`src/rtl/core/efsm_pkg.sv`:
```
// Shared constants, codes and types of the encoder frame speed meter.
package efsm_pkg;

    // Encoder angle span and the quarter bands that mark a wrap.
    localparam int ANGLE_SPAN = 4096;
    localparam logic [15:0] SPAN_MOD  = 16'(ANGLE_SPAN);
    localparam logic [15:0] ANGLE_LO  = 16'(ANGLE_SPAN / 4);
    localparam logic [15:0] ANGLE_HI  = 16'((3 * ANGLE_SPAN) / 4);

    // Protocol constants.
    localparam logic [7:0] FUNC_READ   = 8'h03;
    localparam logic [9:0] MS_SCALE    = 10'd1000;
    localparam int         HDR_BYTES   = 5;
    localparam logic [8:0] FRAME_EXTRA = 9'(HDR_BYTES);
    localparam logic [7:0] POS_MAX     = 8'd255;

    // Input item kinds.
    localparam logic [1:0] KIND_BYTE = 2'd0;
    localparam logic [1:0] KIND_POLL = 2'd1;
    localparam logic [1:0] KIND_TICK = 2'd2;

    // Result event codes.
    localparam logic EV_FRAME = 1'b0;
    localparam logic EV_POLL  = 1'b1;

    // Configuration register indexes.
    localparam int         CFG_IDX_W     = 1;
    localparam logic [0:0] CFG_STATION   = 1'b0;
    localparam logic [0:0] CFG_REG_COUNT = 1'b1;

    // Command queue between the front and back parts.
    localparam int CMD_DEPTH  = 4;
    localparam int CMD_ADDR_W = $clog2(CMD_DEPTH);

    // Serial divider: scaled magnitude width and two quotient bits per step.
    localparam int PROD_W    = 26;
    localparam int DIV_STEPS = PROD_W / 2;
    localparam int DIV_CNT_W = $clog2(DIV_STEPS);

    typedef struct packed {
        logic        is_poll;
        logic        fail;
        logic [15:0] angle;
        logic [15:0] elapsed;
    } t_cmd;

    typedef struct packed {
        logic               event_res;
        logic [15:0]        angle;
        logic signed [15:0] delta;
        logic [15:0]        elapsed_ms;
        logic signed [15:0] speed;
        logic signed [15:0] turns;
        logic [15:0]        good_frames;
        logic [15:0]        failed_polls;
    } t_result;

endpackage

```
`src/rtl/core/efsm_if.sv`:
```
// Handshake channel interfaces for input items and result items.
interface efsm_in_if;
    logic       valid;
    logic       ready;
    logic [1:0] kind;
    logic [7:0] data_byte;

    modport source (output valid, output kind, output data_byte, input ready);
    modport sink   (input valid, input kind, input data_byte, output ready);
endinterface

interface efsm_out_if;
    logic               valid;
    logic               ready;
    logic               event_res;
    logic [15:0]        angle;
    logic signed [15:0] delta;
    logic [15:0]        elapsed_ms;
    logic signed [15:0] speed;
    logic signed [15:0] turns;
    logic [15:0]        good_frames;
    logic [15:0]        failed_polls;

    modport source (output valid, output event_res, output angle, output delta,
                    output elapsed_ms, output speed, output turns,
                    output good_frames, output failed_polls, input ready);
    modport sink   (input valid, input event_res, input angle, input delta,
                    input elapsed_ms, input speed, input turns,
                    input good_frames, input failed_polls, output ready);
endinterface

```
`src/rtl/core/encoder_frame_speed_meter_unit.sv`:
```
// Top level of the encoder frame speed meter.
//
// The block watches the link to an encoder station. Items arrive on i_item with
// a kind: a received reply byte, a note that a poll was sent, or a one
// millisecond tick. Reply bytes build a read-register response frame of
// 2*register_count+5 bytes; a complete frame whose station, function code and
// byte count match yields a new angle, its wrap-corrected change, the turn
// counter and a speed in counts per second (a frame with zero elapsed time
// repeats the last speed). Each poll yields an acknowledge item that carries
// the failure count. Results leave on o_result. Registers are written through
// i_cfg_we/i_cfg_idx/i_cfg_data; the user must do so only while idle, which the
// block itself does not enforce. The front end takes one item per cycle as long
// as its four-entry command queue has room; ticks and plain bytes never enter
// the queue. The back end handles one command at a time: a poll or a frame with
// zero elapsed time goes straight to the emit state; any other frame passes the
// multiply state, the 13-step radix-4 speed divider and the saturate state.
// When the receiver stalls, the result register holds its item, the back end
// waits with its next result, and the queue fills before i_item.ready drops.
// Synchronous reset clears the measurement counters, the queue, the frame
// position and the registers to station 1 and one register per reply.
module encoder_frame_speed_meter_unit (
    input  logic                          i_clk,
    input  logic                          i_rst_n,
    input  logic                          i_cfg_we,
    input  logic [efsm_pkg::CFG_IDX_W-1:0] i_cfg_idx,
    input  logic [7:0]                    i_cfg_data,
    efsm_in_if.sink                       i_item,
    efsm_out_if.source                    o_result
);

    logic              w_push;
    logic              w_full;
    logic              w_cmd_valid;
    logic              w_pop;
    efsm_pkg::t_cmd    w_cmd_in;
    efsm_pkg::t_cmd    w_cmd_out;
    efsm_pkg::t_result w_res;
    logic              w_res_valid;

    // Frame assembly and item classification.
    efsm_front u_front (
        .i_clk      (i_clk),
        .i_rst_n    (i_rst_n),
        .i_cfg_we   (i_cfg_we),
        .i_cfg_idx  (i_cfg_idx),
        .i_cfg_data (i_cfg_data),
        .i_item     (i_item),
        .i_q_full   (w_full),
        .o_push     (w_push),
        .o_cmd      (w_cmd_in)
    );

    // The queue lets the front keep taking bytes while a speed is computed.
    efsm_cmd_fifo u_fifo (
        .i_clk   (i_clk),
        .i_rst_n (i_rst_n),
        .i_push  (w_push),
        .i_cmd   (w_cmd_in),
        .o_full  (w_full),
        .o_valid (w_cmd_valid),
        .o_cmd   (w_cmd_out),
        .i_pop   (w_pop)
    );

    // Measurement and result register.
    efsm_back u_back (
        .i_clk       (i_clk),
        .i_rst_n     (i_rst_n),
        .i_cmd_valid (w_cmd_valid),
        .i_cmd       (w_cmd_out),
        .o_pop       (w_pop),
        .o_res       (w_res),
        .o_res_valid (w_res_valid),
        .i_res_ready (o_result.ready)
    );

    assign o_result.valid        = w_res_valid;
    assign o_result.event_res    = w_res.event_res;
    assign o_result.angle        = w_res.angle;
    assign o_result.delta        = w_res.delta;
    assign o_result.elapsed_ms   = w_res.elapsed_ms;
    assign o_result.speed        = w_res.speed;
    assign o_result.turns        = w_res.turns;
    assign o_result.good_frames  = w_res.good_frames;
    assign o_result.failed_polls = w_res.failed_polls;

endmodule

```
`src/rtl/core/efsm_cmd_fifo.sv`:
```
// Short command queue between the frame front end and the measurement back end.
module efsm_cmd_fifo (
    input  logic            i_clk,
    input  logic            i_rst_n,
    input  logic            i_push,
    input  efsm_pkg::t_cmd  i_cmd,
    output logic            o_full,
    output logic            o_valid,
    output efsm_pkg::t_cmd  o_cmd,
    input  logic            i_pop
);

    efsm_pkg::t_cmd r_mem [efsm_pkg::CMD_DEPTH];
    logic [efsm_pkg::CMD_ADDR_W:0] r_wr_ptr;
    logic [efsm_pkg::CMD_ADDR_W:0] r_rd_ptr;

    assign o_valid = (r_wr_ptr != r_rd_ptr);
    assign o_full  = (r_wr_ptr[efsm_pkg::CMD_ADDR_W-1:0] == r_rd_ptr[efsm_pkg::CMD_ADDR_W-1:0])
                     && (r_wr_ptr[efsm_pkg::CMD_ADDR_W] != r_rd_ptr[efsm_pkg::CMD_ADDR_W]);
    assign o_cmd   = r_mem[r_rd_ptr[efsm_pkg::CMD_ADDR_W-1:0]];

    always_ff @(posedge i_clk) begin
        if (i_push && !o_full) begin
            r_mem[r_wr_ptr[efsm_pkg::CMD_ADDR_W-1:0]] <= i_cmd;
        end
    end

    always_ff @(posedge i_clk) begin
        if (!i_rst_n) begin
            r_wr_ptr <= '0;
            r_rd_ptr <= '0;
        end else begin
            if (i_push && !o_full) begin
                r_wr_ptr <= r_wr_ptr + 1'b1;
            end
            if (i_pop && o_valid) begin
                r_rd_ptr <= r_rd_ptr + 1'b1;
            end
        end
    end

endmodule

```
`src/rtl/core/efsm_front.sv`:
```
// Front end: takes items, assembles reply frames, counts ticks and queues commands.
module efsm_front (
    input  logic                          i_clk,
    input  logic                          i_rst_n,
    input  logic                          i_cfg_we,
    input  logic [efsm_pkg::CFG_IDX_W-1:0] i_cfg_idx,
    input  logic [7:0]                    i_cfg_data,
    efsm_in_if.sink                       i_item,
    input  logic                          i_q_full,
    output logic                          o_push,
    output efsm_pkg::t_cmd                o_cmd
);

    logic [7:0]  r_station;
    logic [6:0]  r_reg_count;
    logic [7:0]  r_pos;
    logic        r_pending;
    logic [15:0] r_ms;
    logic [7:0]  r_hdr [efsm_pkg::HDR_BYTES];

    logic        w_take;
    logic        w_is_byte;
    logic        w_is_poll;
    logic        w_is_tick;
    logic [7:0]  n_pos;
    logic [7:0]  w_hdr [efsm_pkg::HDR_BYTES];
    logic [8:0]  w_frame_len;
    logic        w_frame_ok;

    assign i_item.ready = !i_q_full;
    assign w_take    = i_item.valid && !i_q_full;
    assign w_is_byte = w_take && (i_item.kind == efsm_pkg::KIND_BYTE);
    assign w_is_poll = w_take && (i_item.kind == efsm_pkg::KIND_POLL);
    assign w_is_tick = w_take && (i_item.kind == efsm_pkg::KIND_TICK);

    // Header as it stands once the current byte has been stored.
    always_comb begin
        for (int k = 0; k < efsm_pkg::HDR_BYTES; k++) begin
            w_hdr[k] = (r_pos == 8'(k)) ? i_item.data_byte : r_hdr[k];
        end
    end

    assign n_pos       = (r_pos < efsm_pkg::POS_MAX) ? r_pos + 8'd1 : r_pos;
    assign w_frame_len = {1'b0, r_reg_count, 1'b0} + efsm_pkg::FRAME_EXTRA;
    assign w_frame_ok  = w_is_byte
                         && ({1'b0, n_pos} >= w_frame_len)
                         && (w_hdr[0] == r_station)
                         && (w_hdr[1] == efsm_pkg::FUNC_READ)
                         && (w_hdr[2] == {r_reg_count, 1'b0});

    assign o_push          = w_frame_ok || w_is_poll;
    assign o_cmd.is_poll   = w_is_poll;
    assign o_cmd.fail      = r_pending;
    assign o_cmd.angle     = {w_hdr[3], w_hdr[4]};
    assign o_cmd.elapsed   = r_ms;

    always_ff @(posedge i_clk) begin
        if (w_is_byte && (r_pos < 8'(efsm_pkg::HDR_BYTES))) begin
            r_hdr[r_pos[2:0]] <= i_item.data_byte;
        end
    end

    always_ff @(posedge i_clk) begin
        if (!i_rst_n) begin
            r_station   <= 8'd1;
            r_reg_count <= 7'd1;
            r_pos       <= '0;
            r_pending   <= 1'b0;
            r_ms        <= '0;
        end else begin
            if (i_cfg_we) begin
                case (i_cfg_idx)
                    efsm_pkg::CFG_STATION:   r_station   <= i_cfg_data;
                    efsm_pkg::CFG_REG_COUNT: r_reg_count <= i_cfg_data[6:0];
                    default: ;
                endcase
            end
            if (w_is_tick) begin
                r_ms <= r_ms + 16'd1;
            end
            if (w_is_poll) begin
                r_pos     <= '0;
                r_pending <= 1'b1;
            end
            if (w_is_byte) begin
                if (w_frame_ok) begin
                    r_pos     <= '0;
                    r_pending <= 1'b0;
                    r_ms      <= '0;
                end else begin
                    r_pos <= n_pos;
                end
            end
        end
    end

endmodule

```
`src/rtl/core/efsm_back.sv`:
```
// Back end: angle unwrap, turn and frame counters, serial speed divider, result register.
module efsm_back (
    input  logic              i_clk,
    input  logic              i_rst_n,
    input  logic              i_cmd_valid,
    input  efsm_pkg::t_cmd    i_cmd,
    output logic              o_pop,
    output efsm_pkg::t_result o_res,
    output logic              o_res_valid,
    input  logic              i_res_ready
);

    typedef enum logic [2:0] {S_IDLE, S_MULT, S_DIV, S_SAT, S_EMIT} t_state;

    t_state                         r_state;
    logic [15:0]                    r_prev_angle;
    logic signed [15:0]             r_held_speed;
    logic signed [15:0]             r_turns;
    logic [15:0]                    r_good;
    logic [15:0]                    r_failed;
    logic                           r_event;
    logic signed [15:0]             r_delta;
    logic [15:0]                    r_elapsed;
    logic [15:0]                    r_mag;
    logic                           r_neg;
    logic [efsm_pkg::PROD_W-1:0]    r_num;
    logic [15:0]                    r_rem;
    logic [efsm_pkg::DIV_CNT_W-1:0] r_cnt;
    efsm_pkg::t_result              r_out;
    logic                           r_out_valid;

    logic                           w_wrap_up;
    logic                           w_wrap_dn;
    logic [15:0]                    n_delta;
    logic [15:0]                    w_abs;
    logic [efsm_pkg::PROD_W-1:0]    n_num;
    logic [15:0]                    n_rem;
    logic [16:0]                    w_trial [2];
    logic [efsm_pkg::PROD_W-1:0]    w_num_mid;
    logic [15:0]                    w_rem_mid;
    logic signed [15:0]             n_speed;
    logic                           w_emit;

    assign o_pop       = (r_state == S_IDLE) && i_cmd_valid;
    assign o_res       = r_out;
    assign o_res_valid = r_out_valid;

    // The result register loads when it is empty or being handed over.
    assign w_emit = (r_state == S_EMIT) && (!r_out_valid || i_res_ready);

    // Wrap correction across the low and high quarter bands.
    assign w_wrap_up = (i_cmd.angle < efsm_pkg::ANGLE_LO) && (r_prev_angle > efsm_pkg::ANGLE_HI);
    assign w_wrap_dn = (i_cmd.angle > efsm_pkg::ANGLE_HI) && (r_prev_angle < efsm_pkg::ANGLE_LO);
    always_comb begin
        n_delta = i_cmd.angle - r_prev_angle;
        if (w_wrap_up) begin
            n_delta = n_delta + efsm_pkg::SPAN_MOD;
        end else if (w_wrap_dn) begin
            n_delta = n_delta - efsm_pkg::SPAN_MOD;
        end
    end
    assign w_abs = n_delta[15] ? (~n_delta + 16'd1) : n_delta;

    // Two restoring division steps per cycle; quotient bits shift in at the bottom.
    always_comb begin
        w_trial[0] = {r_rem, r_num[efsm_pkg::PROD_W-1]};
        w_num_mid  = {r_num[efsm_pkg::PROD_W-2:0], 1'b0};
        if (w_trial[0] >= {1'b0, r_elapsed}) begin
            w_rem_mid    = 16'(w_trial[0] - {1'b0, r_elapsed});
            w_num_mid[0] = 1'b1;
        end else begin
            w_rem_mid = w_trial[0][15:0];
        end
        w_trial[1] = {w_rem_mid, w_num_mid[efsm_pkg::PROD_W-1]};
        n_num      = {w_num_mid[efsm_pkg::PROD_W-2:0], 1'b0};
        if (w_trial[1] >= {1'b0, r_elapsed}) begin
            n_rem    = 16'(w_trial[1] - {1'b0, r_elapsed});
            n_num[0] = 1'b1;
        end else begin
            n_rem = w_trial[1][15:0];
        end
    end

    // Apply the sign and saturate the quotient to 16 bits.
    always_comb begin
        if (r_neg) begin
            if (r_num > efsm_pkg::PROD_W'(32768)) begin
                n_speed = 16'sh8000;
            end else begin
                n_speed = -$signed(r_num[15:0]);
            end
        end else begin
            if (r_num > efsm_pkg::PROD_W'(32767)) begin
                n_speed = 16'sh7FFF;
            end else begin
                n_speed = $signed(r_num[15:0]);
            end
        end
    end

    always_ff @(posedge i_clk) begin
        if (!i_rst_n) begin
            r_state      <= S_IDLE;
            r_prev_angle <= '0;
            r_held_speed <= '0;
            r_turns      <= '0;
            r_good       <= '0;
            r_failed     <= '0;
            r_out_valid  <= 1'b0;
        end else begin
            if (w_emit) begin
                r_out_valid <= 1'b1;
            end else if (r_out_valid && i_res_ready) begin
                r_out_valid <= 1'b0;
            end
            case (r_state)
                S_IDLE: begin
                    if (i_cmd_valid) begin
                        if (i_cmd.is_poll) begin
                            r_failed  <= r_failed + 16'(i_cmd.fail);
                            r_event   <= efsm_pkg::EV_POLL;
                            r_delta   <= '0;
                            r_elapsed <= '0;
                            r_state   <= S_EMIT;
                        end else begin
                            r_prev_angle <= i_cmd.angle;
                            r_good       <= r_good + 16'd1;
                            if (w_wrap_up) begin
                                r_turns <= r_turns + 16'sd1;
                            end else if (w_wrap_dn) begin
                                r_turns <= r_turns - 16'sd1;
                            end
                            r_event   <= efsm_pkg::EV_FRAME;
                            r_delta   <= $signed(n_delta);
                            r_elapsed <= i_cmd.elapsed;
                            r_mag     <= w_abs;
                            r_neg     <= n_delta[15];
                            r_state   <= (i_cmd.elapsed == 16'd0) ? S_EMIT : S_MULT;
                        end
                    end
                end
                S_MULT: begin
                    r_num   <= efsm_pkg::PROD_W'(r_mag * efsm_pkg::MS_SCALE);
                    r_rem   <= '0;
                    r_cnt   <= '0;
                    r_state <= S_DIV;
                end
                S_DIV: begin
                    r_num <= n_num;
                    r_rem <= n_rem;
                    r_cnt <= r_cnt + 1'b1;
                    if (r_cnt == efsm_pkg::DIV_CNT_W'(efsm_pkg::DIV_STEPS - 1)) begin
                        r_state <= S_SAT;
                    end
                end
                S_SAT: begin
                    r_held_speed <= n_speed;
                    r_state      <= S_EMIT;
                end
                S_EMIT: begin
                    if (w_emit) begin
                        r_out.event_res    <= r_event;
                        r_out.angle        <= r_prev_angle;
                        r_out.delta        <= r_delta;
                        r_out.elapsed_ms   <= r_elapsed;
                        r_out.speed        <= r_held_speed;
                        r_out.turns        <= r_turns;
                        r_out.good_frames  <= r_good;
                        r_out.failed_polls <= r_failed;
                        r_state            <= S_IDLE;
                    end
                end
                default: begin
                    r_state <= S_IDLE;
                end
            endcase
        end
    end

endmodule

```
`src/flat_wrapper.sv`:
```
// flat-port wrapper written by rule: the top's interface ports become plain ports
module encoder_frame_speed_meter_unit_flat 
  (i_clk, i_rst_n, i_cfg_we, i_cfg_idx, i_cfg_data, i_item_valid, i_item_kind, i_item_data_byte, i_item_ready, o_result_valid, o_result_event_res, o_result_angle, o_result_delta, o_result_elapsed_ms, o_result_speed, o_result_turns, o_result_good_frames, o_result_failed_polls, o_result_ready);
  efsm_in_if i_item_i ();
  efsm_out_if o_result_i ();
  input  logic i_clk;
  input  logic i_rst_n;
  input  logic i_cfg_we;
  input  logic [efsm_pkg::CFG_IDX_W-1:0] i_cfg_idx;
  input  logic [7:0] i_cfg_data;
  input wire logic [$bits(i_item_i.valid)-1:0] i_item_valid;
  input wire logic [$bits(i_item_i.kind)-1:0] i_item_kind;
  input wire logic [$bits(i_item_i.data_byte)-1:0] i_item_data_byte;
  output wire logic [$bits(i_item_i.ready)-1:0] i_item_ready;
  output wire logic [$bits(o_result_i.valid)-1:0] o_result_valid;
  output wire logic [$bits(o_result_i.event_res)-1:0] o_result_event_res;
  output wire logic [$bits(o_result_i.angle)-1:0] o_result_angle;
  output wire logic [$bits(o_result_i.delta)-1:0] o_result_delta;
  output wire logic [$bits(o_result_i.elapsed_ms)-1:0] o_result_elapsed_ms;
  output wire logic [$bits(o_result_i.speed)-1:0] o_result_speed;
  output wire logic [$bits(o_result_i.turns)-1:0] o_result_turns;
  output wire logic [$bits(o_result_i.good_frames)-1:0] o_result_good_frames;
  output wire logic [$bits(o_result_i.failed_polls)-1:0] o_result_failed_polls;
  input wire logic [$bits(o_result_i.ready)-1:0] o_result_ready;
  assign i_item_i.valid = i_item_valid;
  assign i_item_i.kind = i_item_kind;
  assign i_item_i.data_byte = i_item_data_byte;
  assign i_item_ready = i_item_i.ready;
  assign o_result_valid = o_result_i.valid;
  assign o_result_event_res = o_result_i.event_res;
  assign o_result_angle = o_result_i.angle;
  assign o_result_delta = o_result_i.delta;
  assign o_result_elapsed_ms = o_result_i.elapsed_ms;
  assign o_result_speed = o_result_i.speed;
  assign o_result_turns = o_result_i.turns;
  assign o_result_good_frames = o_result_i.good_frames;
  assign o_result_failed_polls = o_result_i.failed_polls;
  assign o_result_i.ready = o_result_ready;
  encoder_frame_speed_meter_unit u_core (.i_clk(i_clk), .i_rst_n(i_rst_n), .i_cfg_we(i_cfg_we), .i_cfg_idx(i_cfg_idx), .i_cfg_data(i_cfg_data), .i_item(i_item_i), .o_result(o_result_i));
endmodule
```
`config.mk`:
```
export PLATFORM = sky130hd
export DESIGN_NAME = encoder_frame_speed_meter_unit_flat
export DESIGN_NICKNAME = d
export VERILOG_FILES = /design/src/rtl/core/efsm_pkg.sv /design/src/rtl/core/efsm_if.sv /design/src/rtl/core/encoder_frame_speed_meter_unit.sv /design/src/rtl/core/efsm_cmd_fifo.sv /design/src/rtl/core/efsm_front.sv /design/src/rtl/core/efsm_back.sv /design/src/flat_wrapper.sv
export SDC_FILE = /design/constraint.sdc
export NUM_CORES = 1
export LEC_CHECK = 0
export BUFFER_PORTS_ARGS = -buffer_cell sky130_fd_sc_hd__buf_2
export CAP_MARGIN = 0
export CELL_PAD_IN_SITES_DETAIL_PLACEMENT = 1
export CELL_PAD_IN_SITES_GLOBAL_PLACEMENT = 1
export CORE_ASPECT_RATIO = 0.9
export CORE_MARGIN = 2
export CORE_UTILIZATION = 40
export DETAILED_ROUTE_END_ITERATION = 10
export GPL_TIMING_DRIVEN = 0
export PLACE_DENSITY = 0.76
export SETUP_SLACK_MARGIN = 0.1
export SLEW_MARGIN = 30
export SYNTH_ARGS = -nofsm -noshare
export SYNTH_HDL_FRONTEND = slang
export SYNTH_SLANG_ARGS = --single-unit
```
`constraint.sdc`:
```
create_clock -name i_clk -period 7.5 [get_ports i_clk]
set_input_delay 1.125 -clock i_clk [delete_from_list [all_inputs] [get_ports i_clk]]
set_output_delay 1.125 -clock i_clk [all_outputs]
set_load 0.005 [all_outputs]
```
# Word-level counts from Yosys, hierarchy flattened
# Memories as Yosys holds them, arrays and structs flattened. A register that Yosys moved wholly into a read port is not among the register bits.
# Index checks and enable logic that the tools add are counted.
[totals]
ramBits = 176
elab_cells = 169
memories = 2
ff_bits = 339
[mem_list]
columns = ["memory", "depth", "width", "read_ports", "rd_ports_with_merged_regs", "wr", "line_no", "rtl"]
rows = [
  ["u_core.u_fifo.r_mem", 4, 34, 1, 1, 1, "efsm_cmd_fifo.sv:13", "efsm_pkg::t_cmd r_mem [efsm_pkg::CMD_DEPTH];"],
  ["u_core.u_front.r_hdr", 5, 8, 5, 0, 1, "efsm_front.sv:19", "logic [7:0] r_hdr [efsm_pkg::HDR_BYTES];"],
]
[op_classes]
n_bitwise = 3
n_lt_le_gt_ge = 11
n_addsub = 17
n_mux = 45
n_reduce_logical = 39
n_eq_ne = 20
multipliers = 1
[ops]
columns = ["cell", "n"]
rows = [
  ["16-bit 2-to-1 mux", 12],
  ["8-bit 2-to-1 mux", 9],
  ["26-bit case mux with 2 select lines", 1],
  ["16-bit by 1-bit adder with 16-bit output (second input constant)", 3],
  ["16-bit subtractor", 3],
  ["17-bit by 16-bit >= comparator with 1-bit output", 2],
  ["16-bit by 12-bit greater-than comparator with 1-bit output (second input constant)", 2],
  ["16-bit by 11-bit < comparator with 1-bit output (second input constant)", 2],
  ["16-bit case mux with 2 select lines", 1],
  ["26-bit by 15-bit greater-than comparator with 1-bit output (second input constant)", 1],
  ["26-bit by 16-bit greater-than comparator with 1-bit output (second input constant)", 1],
  ["8-bit by 2-bit == test with 1-bit output (second input constant)", 3],
  ["16-bit by 7-bit multiplier with 23-bit output (second input constant)", 1],
  ["1-bit logical AND", 17],
  ["16-bit by 1-bit adder with 16-bit output", 1],
  ["16-bit by 13-bit adder with 16-bit output (second input constant)", 1],
  ["16-bit by 2-bit adder with 16-bit output (second input constant)", 1],
  ["8-bit == test", 2],
  ["16-bit zero test", 1],
  ["16-bit negator", 1],
  ["16-bit inverter", 1],
  ["16-bit by 13-bit subtractor with 16-bit output (second input constant)", 1],
  ["16-bit by 2-bit subtractor with 16-bit output (second input constant)", 1],
  ["15-bit 2-to-1 mux", 1],
  ["34 further kinds", 67],
]

# Depth between registers and ports, before layout
# Gate-level depths: netlist of the first run.
[logic_depth]
depth_word = 13
depth_mapped = 25
mapped_depth_nobuf = 21

# Hierarchy
# A second synthesis of the first run with hierarchy kept.
[unflattened]
cells_unflattened = 2281
hier_area_um2 = 26734.4
[by_module_without_submodules]
columns = ["module", "seq_area_each_um2", "cells_each", "area_per_inst_um2", "n_inst"]
rows = [
  ["efsm_back", 7957.6, 1616, 17055.1, 1],
  ["efsm_cmd_fifo", 4244.1, 246, 5459.0, 1],
  ["efsm_front", 2001.9, 419, 4220.3, 1],
]

# Least setup slack after synthesis of the first run
# No wires, ideal clock.
[synth_timing]
path_type = "input -> register"
from = "input port i_rst_n"
to = "register u_core.u_back.r_cnt[0] (netlist bit), enable pin"
setup_time_ps = 516
t_arrival_ps = 4766
required_time_ps = 6984
setup_slack_ps = 2218
path_stages = 2
cell_sequence = "clkbuf_1 nor3b_1"
[synth_between]
elab_chain_len = 1
[synth_rtl]
columns = ["item", "line_no", "rtl"]
rows = [
  ["from (decl)", "flat_wrapper.sv:7", "input logic i_rst_n;"],
  ["2-bit AND reduction (no line)", "n/a", ""],
  ["to (signal assigned)", "efsm_back.sv:151", "r_cnt <= r_cnt + 1'b1;"],
  ["to (decl)", "efsm_back.sv:28", "logic [efsm_pkg::DIV_CNT_W-1:0] r_cnt;"],
]
# No other way between the ends.
# A chain may end at the register's enable or synchronous reset.

# Worst setup path after layout of the first run
[layout_timing]
from = "register u_core.u_back.r_elapsed[1]"
to = "register u_core.u_back.r_rem[9], data pin"
[layout_between]
elab_chain_len = 5
word_cells_on_any_way = 7
cone_classes = "add/sub: 2; order compare: 2; mux: 3"
[layout_rtl]
columns = ["item", "line_no", "rtl"]
rows = [
  ["from (decl)", "efsm_back.sv:23", "logic [15:0] r_elapsed;"],
  ["from (signal assigned)", "efsm_back.sv:135", "r_elapsed <= i_cmd.elapsed;"],
  ["16-bit subtractor / 17-bit by 16-bit >= comparator with 1-bit output (equally long branches)", "efsm_back.sv:69, efsm_back.sv:68", ""],
  ["16-bit 2-to-1 mux", "efsm_back.sv:68", "if (w_trial[0] >= {1'b0, r_elapsed}) begin"],
  ["16-bit subtractor / 17-bit by 16-bit >= comparator with 1-bit output (equally long branches)", "efsm_back.sv:77, efsm_back.sv:76", ""],
  ["16-bit 2-to-1 mux *", "efsm_back.sv:76", "if (w_trial[1] >= {1'b0, r_elapsed}) begin"],
  ["16-bit case mux with 2 select lines *", "efsm_back.sv:116", "case (r_state)"],
  ["to (signal assigned)", "efsm_back.sv:150", "r_rem <= n_rem;"],
  ["to (decl)", "efsm_back.sv:27", "logic [15:0] r_rem;"],
]
# Every way passes the cells marked *; elsewhere a longest branch is shown, timed or not.

==> out/results.txt, run 1 <==
Post-layout power - 14.8 mW
Number of resized instances in the post-cts repair step - 0
Die extent in x - 274 um
Critical path data required time - 7.85 ns
First-pass GRT wire length - 108000 um
Row Count - 89
Arrival time of the worst setup path - 7.02 ns
Worst slack on hold paths - 0.407 ns
Most common library cell in the layout ignoring fill and taps - sky130_fd_sc_hd__edfxtp_1
RSZ-0062 raised after global routing - false
Port buffer count - 135
Total via count after detailed routing - 17600
Synthesized area - 26200 um2
Sequential-to-total area share from yosys stat - 54.1%
Most frequent cells in the layout - sky130_fd_sc_hd__edfxtp_1, sky130_fd_sc_hd__nand2_1, sky130_fd_sc_hd__inv_1, sky130_fd_sc_hd__buf_2, sky130_fd_sc_hd__ha_1
Worst Setup EP - u_core.u_back.r_rem[9]$_SDFFCE_PN0P_
I/O pin count - 139
Routed Antenna Nets - 0
Post-synthesis area per instance - 12.1 um2
Via count of the first global-routing pass - 19000
Max Clock Skew - 0.0423 ns
Worst Reg-to-Reg Cells - 25
Library cell used as clock root buffer - sky130_fd_sc_hd__clkbuf_16
Total count of max-transition violations in the final report - 0
Sequential cell fraction of total power - 27.1%
Core Region - 65300 um2
Global placer's final weighted congestion - 0.856
Warning count from the yosys run - 0
TritonCTS clock tree - done
Routed wire length per instance - 20.6 um
Flip-flop cell with the highest count after synthesis - sky130_fd_sc_hd__edfxtp_1
Num CTS Buffers - 56
Kind of capture point of the worst setup path - register
Storage element area - 14200 um2
Total non-filler cell area in the finished layout - 30100 um2
Initial Utilization - 40.2%
Leakage power figure - 11.2 nW
Proportion of layout cells with a drive suffix above 1 - 14.1%
Worst slew margin - 44.2%
Detailed placer's ending HPWL - 50100 um
Maximum vdd drop - 439 uV
Layout overhead on the synthesized area - 14.6%
Layout Utilization - 46.1%
Unique masters post-synth - 80
Post-synth EDFFs - 385
Diode insertion count for antenna repair - 0
Achievable Freq - 150 MHz
Final Setup Violations - 0
Average vias per placed instance - 5.35
Number of hold-slack violations in the final timing report - 0
Number of antenna violations at the first check in global routing - 6
Minimum clock period - 6.68 ns
Clock tree buffer depth - 3
Total congestion overflow after global routing - 0
Synthesized Nets - 2392
Reg-to-reg critical path startpoint - u_core.u_back.r_elapsed[1]$_SDFFCE_PP0P_
CP Launch Type - register
Flop and latch count out of synthesis - 517
Post-route setup TNS - 0 ns
Length of the first detailed-routing pass in iterations - 5
Violation count after the first detailed-routing iteration - 942
Proportion of synthesized flip-flops having asynchronous set or reset - 0%
Power density normalized to cell area - 493 nW/um2
Area of the multi-input gates - 11200 um2
WL final - 67700 um
Final Net Count - 2598
Max_cap viols - 0
Combinational fraction of design power - 55.0%
Power Internal - 8.75 mW
Total global-route track usage - 20.4%
Setup slack, reg-to-reg - 0.82 ns
Cells after Synth - 2169
Min-Delay Path Class - register to register
Worst R2R End - u_core.u_back.r_rem[9]$_SDFFCE_PN0P_
Start point of the critical path - u_core.u_back.r_elapsed[1]$_SDFFCE_PP0P_
Clock-pin slew on the worst setup and hold paths - 0.06 ns
Insertion delay to the later sink of the worst-skew pair - 0.63 ns
Setup repair bufs after CTS - 0
Clock Sinks - 517
Post-route clock period utilization - 89.0%
Clock power frac - 17.9%
Actual slew at the worst max-slew pin - 0.838 ns
Cell Area, Placed - 28300 um2
Die Ht - 247 um
Floorplan die area - 67700 um2
Post-detailed-route DRC marker count - 0
Result of the run - finished clean
Switching power of the nets - 6.06 mW
Switching share of power - 40.9%
H-tree levels - 2
Setup CP Type - register to register
Hold-fix buffers, CTS - 0
Largest net degree at the start of global routing - 54
Layout fillers - 6878
Maximum net fanout on the critical path - 10
[cells in the mapped netlist, types with 25 or more instances]
cell type / count / area [um2]
sky130_fd_sc_hd__mux4_2: 32 / 721
sky130_fd_sc_hd__edfxtp_1: 385 / 11600
sky130_fd_sc_hd__and2_1: 57 / 357
sky130_fd_sc_hd__nand2_1: 168 / 631
sky130_fd_sc_hd__xor2_1: 50 / 438
sky130_fd_sc_hd__inv_1: 154 / 578
sky130_fd_sc_hd__a21o_1: 27 / 203
sky130_fd_sc_hd__nor3_1: 25 / 125
sky130_fd_sc_hd__nor2_1: 126 / 473
sky130_fd_sc_hd__xnor2_1: 103 / 902
sky130_fd_sc_hd__a21oi_1: 90 / 450
sky130_fd_sc_hd__dfxtp_1: 132 / 2640
sky130_fd_sc_hd__o21ai_0: 94 / 470
sky130_fd_sc_hd__nand3_1: 53 / 265
sky130_fd_sc_hd__clkbuf_1: 55 / 206
sky130_fd_sc_hd__ha_1: 141 / 1760
sky130_fd_sc_hd__a21boi_0: 38 / 285
sky130_fd_sc_hd__fa_1: 58 / 1160
sky130_fd_sc_hd__mux2i_1: 38 / 380
sky130_fd_sc_hd__nor2b_1: 50 / 313
[metal layers]
layer | global-route usage, % | up-vias | share of wire (%)
li1 | - | 8215 | -
met1 | 26.1 | 8987 | 43
met2 | 36.2 | 305 | 51
met3 | 2.75 | 84 | 3.9
met4 | 5.27 | 2 | 2.0
met5 | 0 | - | 0.015
[stage by stage]
| stage | setup WS [ns] | instances |
|---|---|---|
| 5_1_grt | 0.281 | 3287 |
| 6_report | 0.824 | 3287 |
| 2_1_floorplan | 2.22 | 2169 |
| 4_1_cts | 0.892 | 3287 |
| 3_3_place_gp | 0.0570 | 3168 |
| 3_5_place_dp | 0.948 | 3181 |
[worst max-delay path, cell delays in order, from the launching register on]
cell	delay [ns]
sky130_fd_sc_hd__edfxtp_1	0.48
sky130_fd_sc_hd__inv_1	0.23
sky130_fd_sc_hd__ha_1	0.29
sky130_fd_sc_hd__nor2b_1	0.13
sky130_fd_sc_hd__o21ai_0	0.21
sky130_fd_sc_hd__a21oi_1	0.13
sky130_fd_sc_hd__o21ai_0	0.43
sky130_fd_sc_hd__a21o_1	0.28
sky130_fd_sc_hd__a21o_1	0.20
sky130_fd_sc_hd__clkbuf_1	0.48
sky130_fd_sc_hd__clkbuf_1	0.59
sky130_fd_sc_hd__nand2_1	0.12
sky130_fd_sc_hd__o21ai_0	0.21
sky130_fd_sc_hd__ha_1	0.33
sky130_fd_sc_hd__nor2b_1	0.14
sky130_fd_sc_hd__o21a_1	0.17
sky130_fd_sc_hd__o21ai_0	0.22
sky130_fd_sc_hd__a21o_1	0.20
sky130_fd_sc_hd__a211o_1	0.15
sky130_fd_sc_hd__a31oi_1	0.11
sky130_fd_sc_hd__nand2_1	0.12
sky130_fd_sc_hd__nor3b_1	0.17
sky130_fd_sc_hd__buf_2	0.29
sky130_fd_sc_hd__buf_2	0.37
sky130_fd_sc_hd__mux2i_1	0.24
sky130_fd_sc_hd__nor2_1	0.06
[registers in the layout (all words and copies together) (netlist names), 16 cells and up, named ones only]
signal	count
u_core.u_fifo.r_mem	136
u_core.u_back.o_res	113
u_core.u_front.r_hdr	40
u_core.u_back.r_num	26
u_core.u_back.r_delta	16
u_core.u_back.r_elapsed	16
u_core.u_back.r_failed	16
u_core.u_back.r_good	16
u_core.u_back.r_held_speed	16
u_core.u_back.r_mag	16
u_core.u_back.r_prev_angle	16
u_core.u_back.r_rem	16
u_core.u_back.r_turns	16
u_core.u_front.r_ms	16
[worst min-delay path by stage]
stage	start	end	slack, ns	cells past startpoint
3_3_place_gp	u_core.u_back.r_delta[9]$_SDFFCE_PP0P_	u_core.u_back.o_res[89]$_DFFE_PP_	0.40	0
5_1_grt	u_core.u_back.r_delta[13]$_SDFFCE_PP0P_	u_core.u_back.o_res[93]$_DFFE_PP_	0.41	0
4_1_cts	u_core.u_back.r_delta[10]$_SDFFCE_PP0P_	u_core.u_back.o_res[90]$_DFFE_PP_	0.41	0
2_1_floorplan	u_core.u_back.r_event$_DFFE_PP_	u_core.u_back.o_res[112]$_DFFE_PP_	0.40	0
6_report	u_core.u_back.r_delta[13]$_SDFFCE_PP0P_	u_core.u_back.o_res[93]$_DFFE_PP_	0.41	0
3_5_place_dp	u_core.u_back.r_delta[7]$_SDFFCE_PP0P_	u_core.u_back.o_res[87]$_DFFE_PP_	0.41	0
[cells by family after synthesis]
family	Yosys count	synth area share (%)
xor+xnor	154	5.20
flops	517	54.1
simple gates	620	12.0
compound gates	358	8.64
mux	95	5.38
buf+inv	226	3.44
fa+ha+maj	199	11.2
[power groups by stage]
stage	sequential, mW	clock [mW]	combinational, mW
floorplan	3.99	0	6.26
global placement	4.07	0	7.75
detailed placement	4.07	0	8.10
CTS	4.01	2.72	8.18
global route	4.04	2.82	9.24
finish	4.01	2.66	8.15
[final cells by class]
cell class / count / area share [%]
sequential: 517 / 47.3
multi-input combinational: 1426 / 37.3
clock buffer: 67 / 4.90
tap: 864 / 3.60
timing repair buffer: 148 / 2.93
inverter: 155 / 1.94
buffer: 71 / 1.07
clock inverter: 39 / 1.03
(Power assumes the default switching activity.)
==> run 2, diff against run 1 <==
--- a/config.mk
+++ b/config.mk
@@ -7,14 +7,12 @@
 export LEC_CHECK = 0
 export BUFFER_PORTS_ARGS = -buffer_cell sky130_fd_sc_hd__buf_2
 export CAP_MARGIN = 0
-export CELL_PAD_IN_SITES_DETAIL_PLACEMENT = 1
-export CELL_PAD_IN_SITES_GLOBAL_PLACEMENT = 1
 export CORE_ASPECT_RATIO = 0.9
 export CORE_MARGIN = 2
 export CORE_UTILIZATION = 40
 export DETAILED_ROUTE_END_ITERATION = 10
 export GPL_TIMING_DRIVEN = 0
-export PLACE_DENSITY = 0.76
+export PLACE_DENSITY = 0.66
 export SETUP_SLACK_MARGIN = 0.1
 export SLEW_MARGIN = 30
 export SYNTH_ARGS = -nofsm -noshare
==> run 2 against run 1 <==
  * Via count is 3.0% lower
  * Cell count barely moved
  * First-iteration DRC count is 21% higher
  * Die area stayed put
  * Largest cell class unchanged
  * Maximum frequency rose by 3.3%
  * Count of clock-buffer cells in the layout up 1
  * Register-to-register slack better by 0.21 ns
  * Critical path depth unchanged
  * Highest routed layer is now met4
  * Global-route usage down 2.8 points
  * Power about the same
  * Sequential power is essentially flat
  * Worst setup slack gained 0.21 ns
==> out/results.txt, run 2 (synthesis results as in run 1) <==
Maximum vdd drop - 455 uV (was 439 uV)
Initial Utilization - 40.2% (unchanged)
Leakage power figure - 11.2 nW (about the same)
Global placer's final weighted congestion - 0.862 (was 0.856)
Routed Antenna Nets - 0 (unchanged)
Setup repair bufs after CTS - 0 (unchanged)
Die extent in x - 274 um (unchanged)
Length of the first detailed-routing pass in iterations - 5 (unchanged)
Violation count after the first detailed-routing iteration - 1140 (was 942)
Proportion of layout cells with a drive suffix above 1 - 14.3% (was 14.1%)
Total congestion overflow after global routing - 0 (unchanged)
Reg-to-reg critical path startpoint - u_core.u_back.r_elapsed[1]$_SDFFCE_PP0P_ (unchanged)
Result of the run - finished clean (unchanged)
Launch instance of the worst min-delay path - u_core.u_back.r_held_speed[15]$_SDFFE_PN0P_ (was u_core.u_back.r_delta[13]$_SDFFCE_PP0P_)
First-pass GRT wire length - 93300 um (was 108000 um)
Setup CP Type - register to register (unchanged)
Detailed placer's ending HPWL - 44200 um (was 50100 um)
Layout overhead on the synthesized area - 15.2% (was 14.6%)
Worst Slack Setup Final - 1.04 ns (was 0.824 ns)
H-tree levels - 2 (unchanged)
Post-route setup TNS - 0 ns (unchanged)
Clock Sinks - 517 (unchanged)
Worst R2R End - u_core.u_back.r_rem[14]$_SDFFCE_PN0P_ (was u_core.u_back.r_rem[9]$_SDFFCE_PN0P_)
Number of flip-flops under the largest register name - 136 (unchanged)
Row Count - 89 (unchanged)
Total via count after detailed routing - 17100 (was 17600)
Hold-fix buffers, CTS - 0 (unchanged)
Number of antenna violations at the first check in global routing - 1 (was 6)
Insertion delay to the later sink of the worst-skew pair - 0.62 ns (was 0.63 ns)
Final Setup Violations - 0 (unchanged)
RSZ-0062 raised after global routing - false (unchanged)
Min-Delay Path Class - register to register (unchanged)
Clock-pin slew on the worst setup and hold paths - 0.06 ns (about the same)
Worst min-delay path endpoint - u_core.u_back.o_res[63]$_DFFE_PP_ (was u_core.u_back.o_res[93]$_DFFE_PP_)
Kind of capture point of the worst setup path - register (unchanged)
WL final - 59300 um (was 67700 um)
I/O pin count - 139 (unchanged)
Post-detailed-route DRC marker count - 0 (unchanged)
Clock tree buffer depth - 3 (unchanged)
Arrival time of the worst setup path - 6.79 ns (was 7.02 ns)
Most frequent cells in the layout - sky130_fd_sc_hd__edfxtp_1, sky130_fd_sc_hd__nand2_1, sky130_fd_sc_hd__inv_1, sky130_fd_sc_hd__buf_2, sky130_fd_sc_hd__ha_1 (unchanged)
Die Ht - 247 um (unchanged)
Achievable Freq - 155 MHz (was 150 MHz)
Max Clock Skew - 0.0334 ns (was 0.0423 ns)
Post-route clock period utilization - 86.1% (was 89.0%)
Floorplan die area - 67700 um2 (unchanged)
TritonCTS clock tree - done (unchanged)
Routed wire length per instance - 18.1 um (was 20.6 um)
Final Net Count - 2598 (unchanged)
Number of resized instances in the post-cts repair step - 0 (unchanged)
Total global-route track usage - 17.6% (was 20.4%)
Number of hold-slack violations in the final timing report - 0 (unchanged)
Via count of the first global-routing pass - 17200 (was 19000)
Worst slew margin - 40.6% (was 44.2%)
Average vias per placed instance - 5.20 (was 5.35)
Bufs and invs on worst path - 5 (unchanged)
Cell Area, Placed - 28300 um2 (about the same)
Largest net degree at the start of global routing - 51 (was 54)
Library cell used as clock root buffer - sky130_fd_sc_hd__clkbuf_16 (unchanged)
Critical path data required time - 7.83 ns (was 7.85 ns)
Maximum net fanout on the critical path - 10 (unchanged)
Placed cell count - 3183 (was 3181)
Total non-filler cell area in the finished layout - 30200 um2 (was 30100 um2)
Layout fillers - 5877 (was 6878)
Kind of cell with the highest combined delay on the critical path - compound AO/OA/AOI/OAI gates (unchanged)
Max_cap viols - 0 (unchanged)
Number of standard cells in the final layout excluding fillers - 3286 (was 3287)
Worst Reg-to-Reg Cells - 25 (unchanged)
Actual slew at the worst max-slew pin - 0.884 ns (was 0.838 ns)
Total count of max-transition violations in the final report - 0 (unchanged)
CP Launch Type - register (unchanged)
Power density normalized to cell area - 490 nW/um2 (was 493 nW/um2)
Num CTS Buffers - 54 (was 56)
Most common library cell in the layout ignoring fill and taps - sky130_fd_sc_hd__edfxtp_1 (unchanged)
Slowest Stage Delay on Critical Path - 0.57 ns (was 0.59 ns)
Pre-CTS setup slack - 1.20 ns (was 0.948 ns)
Instance count along the most critical hold path - 0 (unchanged)
Setup slack, reg-to-reg - 1.04 ns (was 0.82 ns)
Port buffer count - 135 (unchanged)
Core Region - 65300 um2 (unchanged)
Critical Path Most Common Cell - sky130_fd_sc_hd__o21ai_0 (unchanged)
Crit path max-delay cell type - sky130_fd_sc_hd__clkbuf_1 (unchanged)
Minimum clock period - 6.46 ns (was 6.68 ns)
## run 2: changes by cell type in the layout (fill, tap and decap cells not counted), sizes merged
| cell | delta |
|---|---|
| clkinv | -12 |
| bufinv | +6 |
| buf | +2 |
| diode | +2 |
| clkbuf | +1 |
## run 2: area by class of cell
type,count,area (um2),area share [%]
Clock buffer,68,1490,4.92
Multi-Input combinational cell,1426,11200,37.1
Antenna cell,2,5.00,0.0166
Sequential cell,517,14200,47.0
Tap cell,864,1080,3.58
Inverter,155,582,1.93
Buffer,71,322,1.06
Clock inverter,33,438,1.45
Timing Repair Buffer,150,897,2.97
## run 2: routing by layer
| layer | vias up | track usage (%) | wire length, um |
|---|---|---|---|
| met1 | 8350 | 22.9 | 26100 |
| met4 | 0 | 6.33 | 1800 |
| met3 | 97 | 2.26 | 2550 |
| li1 | 8232 | - | - |
| met5 | - | 0 | 0 |
| met2 | 394 | 30.0 | 28900 |
## run 2: worst register-to-register path: cells and delay by family, from the launching register on
family,cells,cell delay (ns)
and+or+nand+nor,6,0.71
adders and majority gates,2,0.62
buffers and inverters,5,1.98
muxes,1,0.24
DFF,1,0.45
AOI/OAI and AO/OA,11,2.20
## run 2: how the worst max path moves through the flow
stage	start	endpoint	slack, ns	cells after the start
finish	u_core.u_back.r_elapsed[1]$_SDFFCE_PP0P_	u_core.u_back.r_rem[14]$_SDFFCE_PN0P_	1.04	25
global route	u_core.u_back.r_elapsed[1]$_SDFFCE_PP0P_	u_core.u_back.r_rem[13]$_SDFFCE_PN0P_	0.47	25
CTS	u_core.u_back.r_elapsed[1]$_SDFFCE_PP0P_	u_core.u_back.r_rem[9]$_SDFFCE_PN0P_	1.16	25
detailed placement	u_core.u_back.r_elapsed[1]$_SDFFCE_PP0P_	u_core.u_back.r_rem[13]$_SDFFCE_PN0P_	1.20	25
global placement	i_rst_n	u_core.u_back.r_rem[11]$_SDFFCE_PN0P_	-0.22	2
floorplan	i_rst_n	u_core.u_back.r_cnt[0]$_SDFFCE_PN0P_	2.22	2
## run 2: where the power goes
part / switching, mW / internal (mW)
Sequential: 0.233 / 3.78
Clock: 1.15 / 1.70
Combinational: 4.48 / 3.47
Total: 5.86 / 8.94
## run 2: through the flow
| stage | util, % | hold WS [ns] | power, mW |
|---|---|---|---|
| floorplan | - | 0.400 | 10.2 |
| global placement | 42.9 | 0.409 | 11.7 |
| detailed placement | 43.3 | 0.413 | 12.0 |
| CTS | 46.3 | 0.428 | 14.9 |
| global route | 46.3 | 0.436 | 16.1 |
| finish | 46.3 | 0.428 | 14.8 |
